## src/hw/rtl/rhni_pkg.sv

```systemverilog
// Shared types, opcodes and hazard check functions for the RAW hazard NOP inserter.
`default_nettype none

package rhni_pkg;

  localparam logic [31:0] NOP_WORD  = 32'h0000_0033;

  localparam logic [6:0]  OP_R      = 7'h33;
  localparam logic [6:0]  OP_B      = 7'h63;
  localparam logic [6:0]  OP_S      = 7'h23;
  localparam logic [6:0]  OP_J      = 7'h6F;
  localparam logic [6:0]  OP_AUIPC  = 7'h17;
  localparam logic [6:0]  OP_LUI    = 7'h37;

  typedef enum logic [2:0] {
    FMT_R,
    FMT_I,
    FMT_S,
    FMT_B,
    FMT_U,
    FMT_J
  } fmt_t;

  typedef struct packed {
    logic [31:0] word;
    logic [1:0]  nops;
    logic        last;
  } entry_t;

  function automatic fmt_t classify(input logic [31:0] w);
    fmt_t f;
    case (w[6:0])
      OP_R:              f = FMT_R;
      OP_B:              f = FMT_B;
      OP_S:              f = FMT_S;
      OP_J:              f = FMT_J;
      OP_AUIPC, OP_LUI:  f = FMT_U;
      default:           f = FMT_I;
    endcase
    return f;
  endfunction

  function automatic logic conflicts(input logic [4:0] prod_rd, input logic [31:0] cons);
    fmt_t f;
    logic hit;
    f = classify(cons);
    case (f)
      FMT_U, FMT_J: hit = (cons[11:7] == prod_rd);
      FMT_I:        hit = (cons[19:15] == prod_rd);
      default:      hit = (cons[19:15] == prod_rd) || (cons[24:20] == prod_rd);
    endcase
    return hit;
  endfunction

  function automatic logic [1:0] nop_count(input logic [31:0] w, input logic has_a,
                                           input logic [31:0] a, input logic has_b,
                                           input logic [31:0] b);
    fmt_t f;
    logic [1:0] n;
    f = classify(w);
    n = 2'd0;
    if ((f == FMT_R || f == FMT_I) && has_a) begin
      if (conflicts(w[11:7], a)) begin
        n = 2'd2;
      end else if (has_b && conflicts(w[11:7], b)) begin
        n = 2'd1;
      end
    end
    return n;
  endfunction

endpackage

`default_nettype wire

```

## src/hw/rtl/rhni_front.sv

```systemverilog
// Front end: holds the instruction window, classifies the oldest word and queues it.
`default_nettype none

module rhni_front (
  input  wire logic            clk,
  input  wire logic            rst,
  input  wire logic            in_valid,
  output logic                 in_stall,
  input  wire logic [31:0]     instr_word,
  input  wire logic            last_item,
  input  wire logic            q_full,
  output logic                 q_push,
  output rhni_pkg::entry_t     q_entry
);
  import rhni_pkg::*;

  logic [31:0] win [3];
  logic [31:0] win_next [3];
  logic [1:0]  count;
  logic [1:0]  count_next;
  logic        flushing;
  logic        flushing_next;
  logic        accept;
  logic [1:0]  widx;

  always_comb begin
    q_push   = !q_full && (count == 2'd3 || (flushing && count != 2'd0));
    in_stall = flushing || (count == 2'd3 && !q_push);
    accept   = in_valid && !in_stall;

    q_entry.word = win[0];
    q_entry.nops = nop_count(win[0], count >= 2'd2, win[1], count == 2'd3, win[2]);
    q_entry.last = flushing && count == 2'd1;

    widx = count - {1'b0, q_push};
    count_next = widx + {1'b0, accept};

    flushing_next = flushing;
    if (accept && last_item) begin
      flushing_next = 1'b1;
    end else if (q_push && flushing && count == 2'd1) begin
      flushing_next = 1'b0;
    end

    win_next[0] = q_push ? win[1] : win[0];
    win_next[1] = q_push ? win[2] : win[1];
    win_next[2] = win[2];
    for (int i = 0; i < 3; i++) begin
      if (accept && widx == 2'(i)) begin
        win_next[i] = instr_word;
      end
    end
  end

  always_ff @(posedge clk) begin
    if (rst) begin
      count    <= 2'd0;
      flushing <= 1'b0;
    end else begin
      count    <= count_next;
      flushing <= flushing_next;
    end
    for (int i = 0; i < 3; i++) begin
      win[i] <= win_next[i];
    end
  end

endmodule

`default_nettype wire

```

## src/hw/rtl/rhni_queue.sv

```systemverilog
// Short queue of classified words between the front and back ends.
`default_nettype none

module rhni_queue #(
  parameter int DEPTH = 4
) (
  input  wire logic              clk,
  input  wire logic              rst,
  input  wire logic              push,
  input  wire rhni_pkg::entry_t  push_entry,
  output logic                   full,
  input  wire logic              pop,
  output rhni_pkg::entry_t       head,
  output logic                   empty
);
  import rhni_pkg::*;

  localparam int PW = $clog2(DEPTH);
  localparam int CW = $clog2(DEPTH + 1);

  entry_t          mem [DEPTH];
  logic [PW-1:0]   wr_ptr;
  logic [PW-1:0]   rd_ptr;
  logic [CW-1:0]   fill;

  assign full  = (fill == CW'(DEPTH));
  assign empty = (fill == '0);
  assign head  = mem[rd_ptr];

  always_ff @(posedge clk) begin
    if (rst) begin
      wr_ptr <= '0;
      rd_ptr <= '0;
      fill   <= '0;
    end else begin
      if (push) begin
        wr_ptr <= (wr_ptr == PW'(DEPTH - 1)) ? '0 : wr_ptr + PW'(1);
      end
      if (pop) begin
        rd_ptr <= (rd_ptr == PW'(DEPTH - 1)) ? '0 : rd_ptr + PW'(1);
      end
      if (push && !pop) begin
        fill <= fill + CW'(1);
      end else if (pop && !push) begin
        fill <= fill - CW'(1);
      end
    end
    if (push) begin
      mem[wr_ptr] <= push_entry;
    end
  end

endmodule

`default_nettype wire

```

## src/hw/rtl/rhni_back.sv

```systemverilog
// Back end: sends each queued word, then its NOP beats, through the output register.
`default_nettype none

module rhni_back (
  input  wire logic              clk,
  input  wire logic              rst,
  input  wire rhni_pkg::entry_t  head,
  input  wire logic              q_empty,
  output logic                   q_pop,
  output logic                   out_valid,
  input  wire logic              out_stall,
  output logic [31:0]            out_word,
  output logic                   is_nop,
  output logic                   last_out
);
  import rhni_pkg::*;

  logic [1:0] rem;
  logic       slot_free;

  assign slot_free = !out_valid || !out_stall;
  assign q_pop     = slot_free && rem == 2'd0 && !q_empty;

  always_ff @(posedge clk) begin
    if (rst) begin
      out_valid <= 1'b0;
      rem       <= 2'd0;
    end else if (slot_free) begin
      if (rem != 2'd0) begin
        out_valid <= 1'b1;
        rem       <= rem - 2'd1;
      end else if (!q_empty) begin
        out_valid <= 1'b1;
        rem       <= head.nops;
      end else begin
        out_valid <= 1'b0;
      end
    end
    if (slot_free) begin
      if (rem != 2'd0) begin
        out_word <= NOP_WORD;
        is_nop   <= 1'b1;
        last_out <= 1'b0;
      end else begin
        out_word <= head.word;
        is_nop   <= 1'b0;
        last_out <= head.last;
      end
    end
  end

endmodule

`default_nettype wire

```

## src/hw/rtl/raw_hazard_nop_inserter.sv

```systemverilog
// Top level of the RAW hazard NOP inserter: front end, queue and back end.
//
//   channel  signals                              direction
//   in       in_valid, in_stall, instr_word,      words in
//            last_item
//   out      out_valid, out_stall, out_word,      words out
//            is_nop, last_out
//
// The front takes one input beat a cycle unless in_stall is high; each word
// leaves as one to three output beats, one a cycle while out_stall is low,
// paced by the back end's NOP sequencer, so long hazard runs back up to in_stall.
// A beat with last_item holds in_stall high while the held window drains
// into the queue, and longer while the queue is full.
// Reset is synchronous and clears all counts and valids; held words are
// undefined until written. out_stall backs up through the queue to in_stall.
`default_nettype none

module raw_hazard_nop_inserter #(
  parameter int QUEUE_DEPTH = 4
) (
  input  wire logic        clk,
  input  wire logic        rst,
  input  wire logic        in_valid,
  output logic             in_stall,
  input  wire logic [31:0] instr_word,
  input  wire logic        last_item,
  output logic             out_valid,
  input  wire logic        out_stall,
  output logic [31:0]      out_word,
  output logic             is_nop,
  output logic             last_out
);
  import rhni_pkg::*;

  entry_t push_entry;
  entry_t head;
  logic   q_push;
  logic   q_pop;
  logic   q_full;
  logic   q_empty;

  rhni_front u_front (
    .clk        (clk),
    .rst        (rst),
    .in_valid   (in_valid),
    .in_stall   (in_stall),
    .instr_word (instr_word),
    .last_item  (last_item),
    .q_full     (q_full),
    .q_push     (q_push),
    .q_entry    (push_entry)
  );

  rhni_queue #(
    .DEPTH (QUEUE_DEPTH)
  ) u_queue (
    .clk        (clk),
    .rst        (rst),
    .push       (q_push),
    .push_entry (push_entry),
    .full       (q_full),
    .pop        (q_pop),
    .head       (head),
    .empty      (q_empty)
  );

  rhni_back u_back (
    .clk       (clk),
    .rst       (rst),
    .head      (head),
    .q_empty   (q_empty),
    .q_pop     (q_pop),
    .out_valid (out_valid),
    .out_stall (out_stall),
    .out_word  (out_word),
    .is_nop    (is_nop),
    .last_out  (last_out)
  );

endmodule

`default_nettype wire

```

## config.mk

```make
export PLATFORM = sky130hd
export DESIGN_NAME = raw_hazard_nop_inserter
export DESIGN_NICKNAME = d
export VERILOG_FILES = /design/src/hw/rtl/rhni_pkg.sv /design/src/hw/rtl/rhni_front.sv /design/src/hw/rtl/rhni_queue.sv /design/src/hw/rtl/rhni_back.sv /design/src/hw/rtl/raw_hazard_nop_inserter.sv
export SDC_FILE = /design/constraint.sdc
export NUM_CORES = 1
export LEC_CHECK = 0
export BUFFER_PORTS_ARGS = -buffer_cell sky130_fd_sc_hd__buf_2
export CAP_MARGIN = 20
export CORE_MARGIN = 4
export CORE_UTILIZATION = 60
export CTS_BUF_LIST = sky130_fd_sc_hd__clkbuf_8
export CTS_CLUSTER_SIZE = 20
export DETAILED_ROUTE_END_ITERATION = 8
export GPL_TIMING_DRIVEN = 1
export MAX_ROUTING_LAYER = met4
export PLACE_DENSITY = 0.79
export SKIP_LAST_GASP = 1
export SYNTH_ARGS = -nofsm -noshare
export SYNTH_HDL_FRONTEND = slang
export SYNTH_SLANG_ARGS = --single-unit
```

## constraint.sdc

```tcl
create_clock -name clk -period 5.82 [get_ports clk]
set_clock_uncertainty 0.05 [all_clocks]
set_input_delay 0 -clock clk [delete_from_list [all_inputs] [get_ports clk]]
set_output_delay 0 -clock clk [all_outputs]
set_load 0.1 [all_outputs]
```

==> run metrics, run 1 <==
post-route antenna net violation count 0; vias in the first global route 5800; Yosys reg bits 285; critical path, cell by cell o21ai_0 -> a21oi_1 -> ha_1 -> xor2_1 -> inv_1 -> nand3_2 -> nand2b_1 -> buf_4; number of vias per cell around 5.5; NetSw 2.720 mW; Final TNS setup 0 ps; htree depth 2; Mapped Nets 632; actual slew at the worst max-slew pin 834.2 ps; CP max FO 33; Max IR drop VDD 301.6 uV; endpoint class of the critical path register; die width ~150 um; die area 0.02127 mm^2; FF-to-FF path depth 8; flop2flop setup slack roughly 2300 ps; Top FF cell, synth edfxtp_1; DR pass1 iterations 6; ratio of cells with drive above 1 in the final layout between 30% and 40%; CTS buffer count 44; starting density of the core 60.94%; Die Span Y approximately 150 um; buffers added on ports 72; placed inst area 0.01195 mm^2; Routability Congestion just over 0.8; # IOs 73; mapped cell area ~0.011 mm^2; worst setup margin 2317 ps; Power Dens Cells around 560 mW/mm^2; CP Class register to register; Reg power frac 44.9%; clock power share a little over a fifth; combinational share of power 33.5%; critical path arrival 3630 ps; Slew HR 44.38%; number of max-slew violations in the final report 0; clock latency at the later pin of the worst-skew pair between 500 and 600 ps; fmax 0.2855 GHz; Reg area 0.008409 mm^2; sequential area share after synthesis 73.77%; CP Depth 8; ys async rst share 0%; footprint of the multi-input gates 0.002785 mm^2; TritonCTS clock tree built; clk buf depth 3; remaining global-route overflow 0; critical path buffer and inverter count 2; RSZ-0062 raised after global routing no; crit path launch type register; Post-Syn Instances 586; final critical-path required period 3503 ps; Yosys warnings 0; row cnt 50; Syn Area/Cell around 19 um^2; first-pass GRT wire length between 30000 and 40000 um; Hold Crit Depth 2; routed wire length per instance around 20 um; period utilisation layout 60.18%; Fill cells 1079; worst hold path class input port to register; Fin Hold WS 163.6 ps; clk slew on worst S/H paths around 60 ps; Sw Share 36.55%; max cap viols 0; Placement Setup Slack 2387 ps; Core Area 0.01871 mm^2; CP max stage delay 660 ps; fin area 0.01320 mm^2; initial antenna violation count 1; Leak about 4.7 nW; delay-heaviest family, CP simple AND/OR/NAND/NOR gates; Netlist cell types 42; Fin. Hold Viols 0; status complete, no violations; largest net degree at the start of global routing 38; CTS root buffer clkbuf_8; GR Util All Layers just under 20%; EDFF count, synth 270; Clock Sinks 285; Final #Nets between 700 and 800; DRT iter0 DRCs 470; Slowest cell on crit path a21oi_1; # DRC 0; vias 5501; Total Routed Length roughly 19000 um; Crit path required time roughly 5900 ps; Setup Viol. Count Final 0; Internal 4.722 mW; P&R area growth vs syn 15.80%; Detailed Place HPWL 11840 um; Final Power 7.442 mW
[per-stage QoR]
step	instances	utilization, %
floorplan	586	-
global placement	874	63.86
detailed placement	874	63.86
CTS	992	70.55
global route	993	70.56
finish	993	70.56
[cell usage after synthesis (11+ instances only)]
cell / n / share of area, %
nor2_1: 13 / 0.43
a21oi_1: 12 / 0.53
mux2_2: 35 / 3.5
dfxtp_1: 15 / 2.6
clkbuf_1: 14 / 0.46
xnor2_1: 16 / 1.2
xor2_1: 18 / 1.4
mux2_4: 29 / 3.8
edfxtp_1: 270 / 71
nand3_1: 11 / 0.48
mux4_2: 35 / 6.9
and2_1: 34 / 1.9
[cells in the final DEF, fill, tap and decap left out, types with 3 or more instances in the layout]
cell type,Yosys,layout
edfxtp_1,270,270
buf_2,8,72
clkbuf_8,0,45
dlygate4sd3_1,0,39
mux4_2,35,35
mux2_2,35,35
and2_1,34,34
mux2_4,29,29
inv_1,8,22
xor2_1,18,18
xnor2_1,16,16
dfxtp_1,15,14
nor2_1,13,13
a21oi_1,12,12
nand3_1,11,11
clkinv_1,0,9
buf_4,0,9
nand2b_1,8,8
ha_1,8,8
clkinv_2,0,7
nand2_1,6,6
nor3_1,6,6
bufinv_16,0,4
nand4b_1,3,3
o31ai_1,3,3
mux2i_1,3,3
nand3b_1,3,3
[worst reg2reg max path, stage by stage (launching register included)]
cell,delay [ps]
dfxtp_1,470
o21ai_0,140
a21oi_1,660
ha_1,290
xor2_1,110
inv_1,120
nand3_2,610
nand2b_1,280
buf_4,400
[path summary, 6_finish.rpt]
| check | start | to |
|---|---|---|
| setup reg to reg | u_front.count[1]$_SDFF_PP0_ | u_front.win[0][24]$_DFFE_PP_ |
| hold reg to reg | u_back.rem[1]$_SDFFE_PP0P_ | u_back.rem[1]$_SDFFE_PP0P_ |
| hold / removal | instr_word[2] | u_front.win[0][66]$_DFFE_PP_ |
| setup / recovery | u_front.count[1]$_SDFF_PP0_ | u_front.win[0][24]$_DFFE_PP_ |
[power by group through the flow]
stage / clock [mW] / combinational [mW] / sequential [mW]
2_1_floorplan: 0 / 1.25 / 4.14
3_3_place_gp: 0 / 2.42 / 3.33
3_5_place_dp: 0 / 2.48 / 3.38
4_1_cts: 1.64 / 2.51 / 3.34
5_1_grt: 1.74 / 2.66 / 3.39
6_report: 1.61 / 2.49 / 3.34
[layer usage]
layer | vias up | GRT usage [%] | share of wire [%]
li1 | 2566 | - | -
met1 | 2721 | 26.52 | 44
met2 | 175 | 28.98 | 48
met3 | 39 | 4.360 | 5.6
met4 | 0 | 6.695 | 2.1
met5 | - | - | 0
[repair_timing]
action                    CTS  global route
setup buffers               0             0
gates resized for setup     0             0
hold buffers               39             0
hold endpoints to repair  111             0
[logic make-up (layout without fill, tap and decap cells)]
family | count (synthesis) | in the layout | share of synthesized area [%]
adders and majority gates | 9 | 9 | 1.054
AOI/OAI and AO/OA | 24 | 24 | 1.295
DFF | 285 | 285 | 73.77
xor gates and xnor gates | 34 | 34 | 2.612
other | 0 | 1 | 0
buffers and inverters | 35 | 207 | 1.800
and+or+nand+nor | 97 | 97 | 5.016
muxes | 102 | 102 | 14.46
[layout make-up]
type,instances,share of cell area [%]
multi-input combinational,266,21.10
antenna,1,0.01896
inverter,8,0.2275
tap,234,2.218
clock buffer,45,4.692
timing repair buffer,120,6.200
sequential,285,63.71
clock inverter,34,1.830
[flip-flops by register name, indices dropped and copies added (netlist names), named ones only]
register / cells
u_front.win: 96
u_queue.wr_ptr: 2
u_back.out_valid: 1
u_back.rem: 2
u_back.is_nop: 1
u_queue.fill: 3
u_front.flushing: 1
u_front.count: 2
u_back.out_word: 32
u_queue.rd_ptr: 2
u_queue.mem: 140
u_back.last_out: 1
(Power assumes the default switching activity.)
==> inputs of run 2 (changes only) <==
--- a/config.mk
+++ b/config.mk
@@ -8,7 +8,7 @@
 export BUFFER_PORTS_ARGS = -buffer_cell sky130_fd_sc_hd__buf_2
 export CAP_MARGIN = 20
 export CORE_MARGIN = 4
-export CORE_UTILIZATION = 60
+export CORE_UTILIZATION = 57
 export CTS_BUF_LIST = sky130_fd_sc_hd__clkbuf_8
 export CTS_CLUSTER_SIZE = 20
 export DETAILED_ROUTE_END_ITERATION = 8
==> constraint.sdc (replaced) <==
create_clock -name clk -period 2.8 [get_ports clk]
set_clock_uncertainty 0.05 [all_clocks]
set_input_delay 0 -clock clk [delete_from_list [all_inputs] [get_ports clk]]
set_output_delay 0 -clock clk [all_outputs]
set_load 0.1 [all_outputs]
==> run 2 against run 1 <==
Final cell count up 3.7%; setup slack got worse by 2200 ps; die area grew 5.0%; combinational power up 110%; register-to-register slack lost 2200 ps; largest cell class unchanged.
==> run metrics, run 2 (synthesized netlist as in run 1, its figures left out) <==
clk buf depth 3 (unchanged); Slew HR 45.84% (was 44.38%); initial antenna violation count 0 (was 1); flop2flop setup slack 130 ps (was 2320 ps); critical hold path startpoint in_valid (was instr_word[2]); GR Util All Layers 19.23% (was 19.28%); # DRC 0 (unchanged); crit path launch type register (unchanged); actual slew at the worst max-slew pin 812.3 ps (was 834.2 ps); largest net degree at the start of global routing 37 (was 38); Fin. Hold Viols 0 (unchanged); clock latency at the later pin of the worst-skew pair 540 ps (about the same); combinational share of power 34.2% (was 33.5%); Die Span Y 149.4 um (was 145.8 um); Crit path required time 2910 ps (was 5940 ps); Final Core Density 67.83% (was 70.56%); antenna cells 0 (was 1); die width 149.4 um (was 145.8 um); critical path arrival 2790 ps (was 3630 ps); endpoint class of the critical path register (unchanged); TritonCTS clock tree built (unchanged); max cap viols 0 (unchanged); worst hold path class input port to register (unchanged); CP max FO 32 (was 33); Total Routed Length 20240 um (was 19340 um); RR Endpoint u_front.win[0][61]$_DFFE_PP_ (was u_front.win[0][24]$_DFFE_PP_); Placement Setup Slack 196.9 ps (was 2387 ps); ratio of cells with drive above 1 in the final layout 32.55% (was 32.19%); number of vias per cell 5.444 (was 5.540); buffers added on ports 72 (unchanged); commonest non-fill, non-tap cell in the layout edfxtp_1 (unchanged); htree depth 2 (unchanged); P&R area growth vs syn 16.57% (was 15.80%); worst setup margin 125.6 ps (was 2317 ps); # IOs 73 (unchanged); post-route antenna net violation count 0 (unchanged); CP max stage delay 580 ps (was 660 ps); Sw Share 37.11% (was 36.55%); status complete, no violations (unchanged); delay-heaviest family, CP simple AND/OR/NAND/NOR gates (unchanged); Clock Sinks 285 (unchanged); Slowest cell on crit path or2_2 (was a21oi_1); vias 5607 (was 5501); routed wire length per instance 19.65 um (was 19.48 um); critical path buffer and inverter count 1 (was 2); period utilisation layout 95.51% (was 60.18%); first-pass GRT wire length 31820 um (was 31150 um); FF-to-FF path depth 7 (was 8); CP Class register to register (unchanged); vias in the first global route 5828 (was 5800); final critical-path required period 2674 ps (was 3503 ps); starting density of the core 58.18% (was 60.94%); critical path, cell by cell o21ai_0 -> a21oi_1 -> ha_1 -> xor2_1 -> inv_1 -> and3_4 -> or2_2 (was o21ai_0 -> a21oi_1 -> ha_1 -> xor2_1 -> inv_1 -> nand3_2 -> nand2b_1 -> buf_4); Hold EP u_front.count[1]$_SDFF_PP0_ (was u_front.win[0][66]$_DFFE_PP_); Power Dens Cells 1165 mW/mm^2 (was 563.9 mW/mm^2); Hold Crit Depth 5 (was 2); Largest Register u_queue.mem (unchanged); Setup Viol. Count Final 0 (unchanged); DR pass1 iterations 5 (was 6); fmax 0.3739 GHz (was 0.2855 GHz); Top Registers u_queue.mem x140, u_front.win x96, u_back.out_word x32 (unchanged); DRT iter0 DRCs 407 (was 470); RSZ-0062 raised after global routing no (unchanged); Final #Nets 777 (was 771); number of max-slew violations in the final report 0 (unchanged); Final TNS setup 0 ps (unchanged); Post CTS Setup Buffer Count 0 (unchanged); CTS buffer count 45 (was 44); Routability Congestion 0.8020 (was 0.8155); Max IR drop VDD 552.1 uV (was 301.6 uV); CTS root buffer clkbuf_8 (unchanged); remaining global-route overflow 0 (unchanged); Detailed Place HPWL 12670 um (was 11840 um); max reg flops 140 (unchanged); Internal 9.735 mW (was 4.722 mW); NetSw 5.746 mW (was 2.720 mW); row cnt 51 (was 50); FF-to-FF Start u_front.count[1]$_SDFF_PP0_ (unchanged); Reg power frac 45.3% (was 44.9%); die area 0.02232 mm^2 (was 0.02127 mm^2); Core Area 0.01959 mm^2 (was 0.01871 mm^2); clock power share 20.6% (was 21.6%); most frequent cells in the layout edfxtp_1, buf_2, clkbuf_8, dlygate4sd3_1 (unchanged); clk slew on worst S/H paths 60 ps (about the same); Leak 4.682 nW (was 4.654 nW)
[run 2: cell count changes in the layout (fill, tap and decap cells not counted), sizes merged]
cell / change
buf: +5
clkinv: +3
bufinv: -2
diode: -1
inv: +1
[run 2: layout make-up]
class / count / area [um^2]
Tap cell: 265 / 331.6
Clock inverter: 36 / 195.2
Fill cell: 1223 / 6302
Clock buffer: 45 / 619.3
Timing Repair Buffer: 125 / 905.9
Inverter: 8 / 30.03
Multi-Input combinational cell: 266 / 2795
Sequential cell: 285 / 8411
[run 2: stage by stage]
step                power, mW  instance area [um^2]  hold slack (ps)  instances
floorplan               11.21                 11410            12.00        586
global placement        12.14                 12080            158.3        910
finish                  15.48                 13290            74.11       1030
CTS                     15.62                 13290            48.94       1030
detailed placement      12.37                 12080            166.0        910
global route            16.21                 13290            116.8       1030
[run 2: worst reg2reg max path: stages, from the launching register on]
cell     delay, ps
dfxtp_1        460
o21ai_0        130
a21oi_1        230
ha_1           230
xor2_1         280
inv_1          120
and3_4         210
or2_2          580
[run 2: worst max path at each step]
stage,to,cells past startpoint,slack [ps],startpoint
after global placement,u_front.win[0][46]$_DFFE_PP_,7,350,u_queue.fill[0]$_SDFFE_PP0P_
final,u_front.win[0][61]$_DFFE_PP_,7,130,u_front.count[1]$_SDFF_PP0_
after floorplan,u_front.win[0][32]$_DFFE_PP_,11,9,u_front.count[1]$_SDFF_PP0_
after CTS,u_front.win[0][56]$_DFFE_PP_,7,150,u_front.count[1]$_SDFF_PP0_
after global routing,u_front.win[0][56]$_DFFE_PP_,7,10,u_front.count[1]$_SDFF_PP0_
after detailed placement,u_front.win[0][46]$_DFFE_PP_,7,200,u_front.count[1]$_SDFF_PP0_
[run 2: per-layer routing]
metal  part of all wire, %  track usage (%)  vias up
li1                      -                -     2583
met1                    42            25.34     2821
met2                    50            31.06      168
met3                   5.8            3.392       35
met4                   2.0            6.178        0
met5                     0                -        -
[run 2: what timing repair did]
item	4_1_cts	5_1_grt
hold buffers	39	0
endpoints found under the hold margin	111	0
gates resized for setup	0	0
[run 2: power by group through the flow]
stage	registers (mW)	logic, mW	clock network, mW
2_1_floorplan	8.61	2.61	0
3_3_place_gp	7.00	5.14	0
3_5_place_dp	7.10	5.27	0
4_1_cts	7.02	5.35	3.26
5_1_grt	7.13	5.60	3.48
6_report	7.01	5.29	3.18
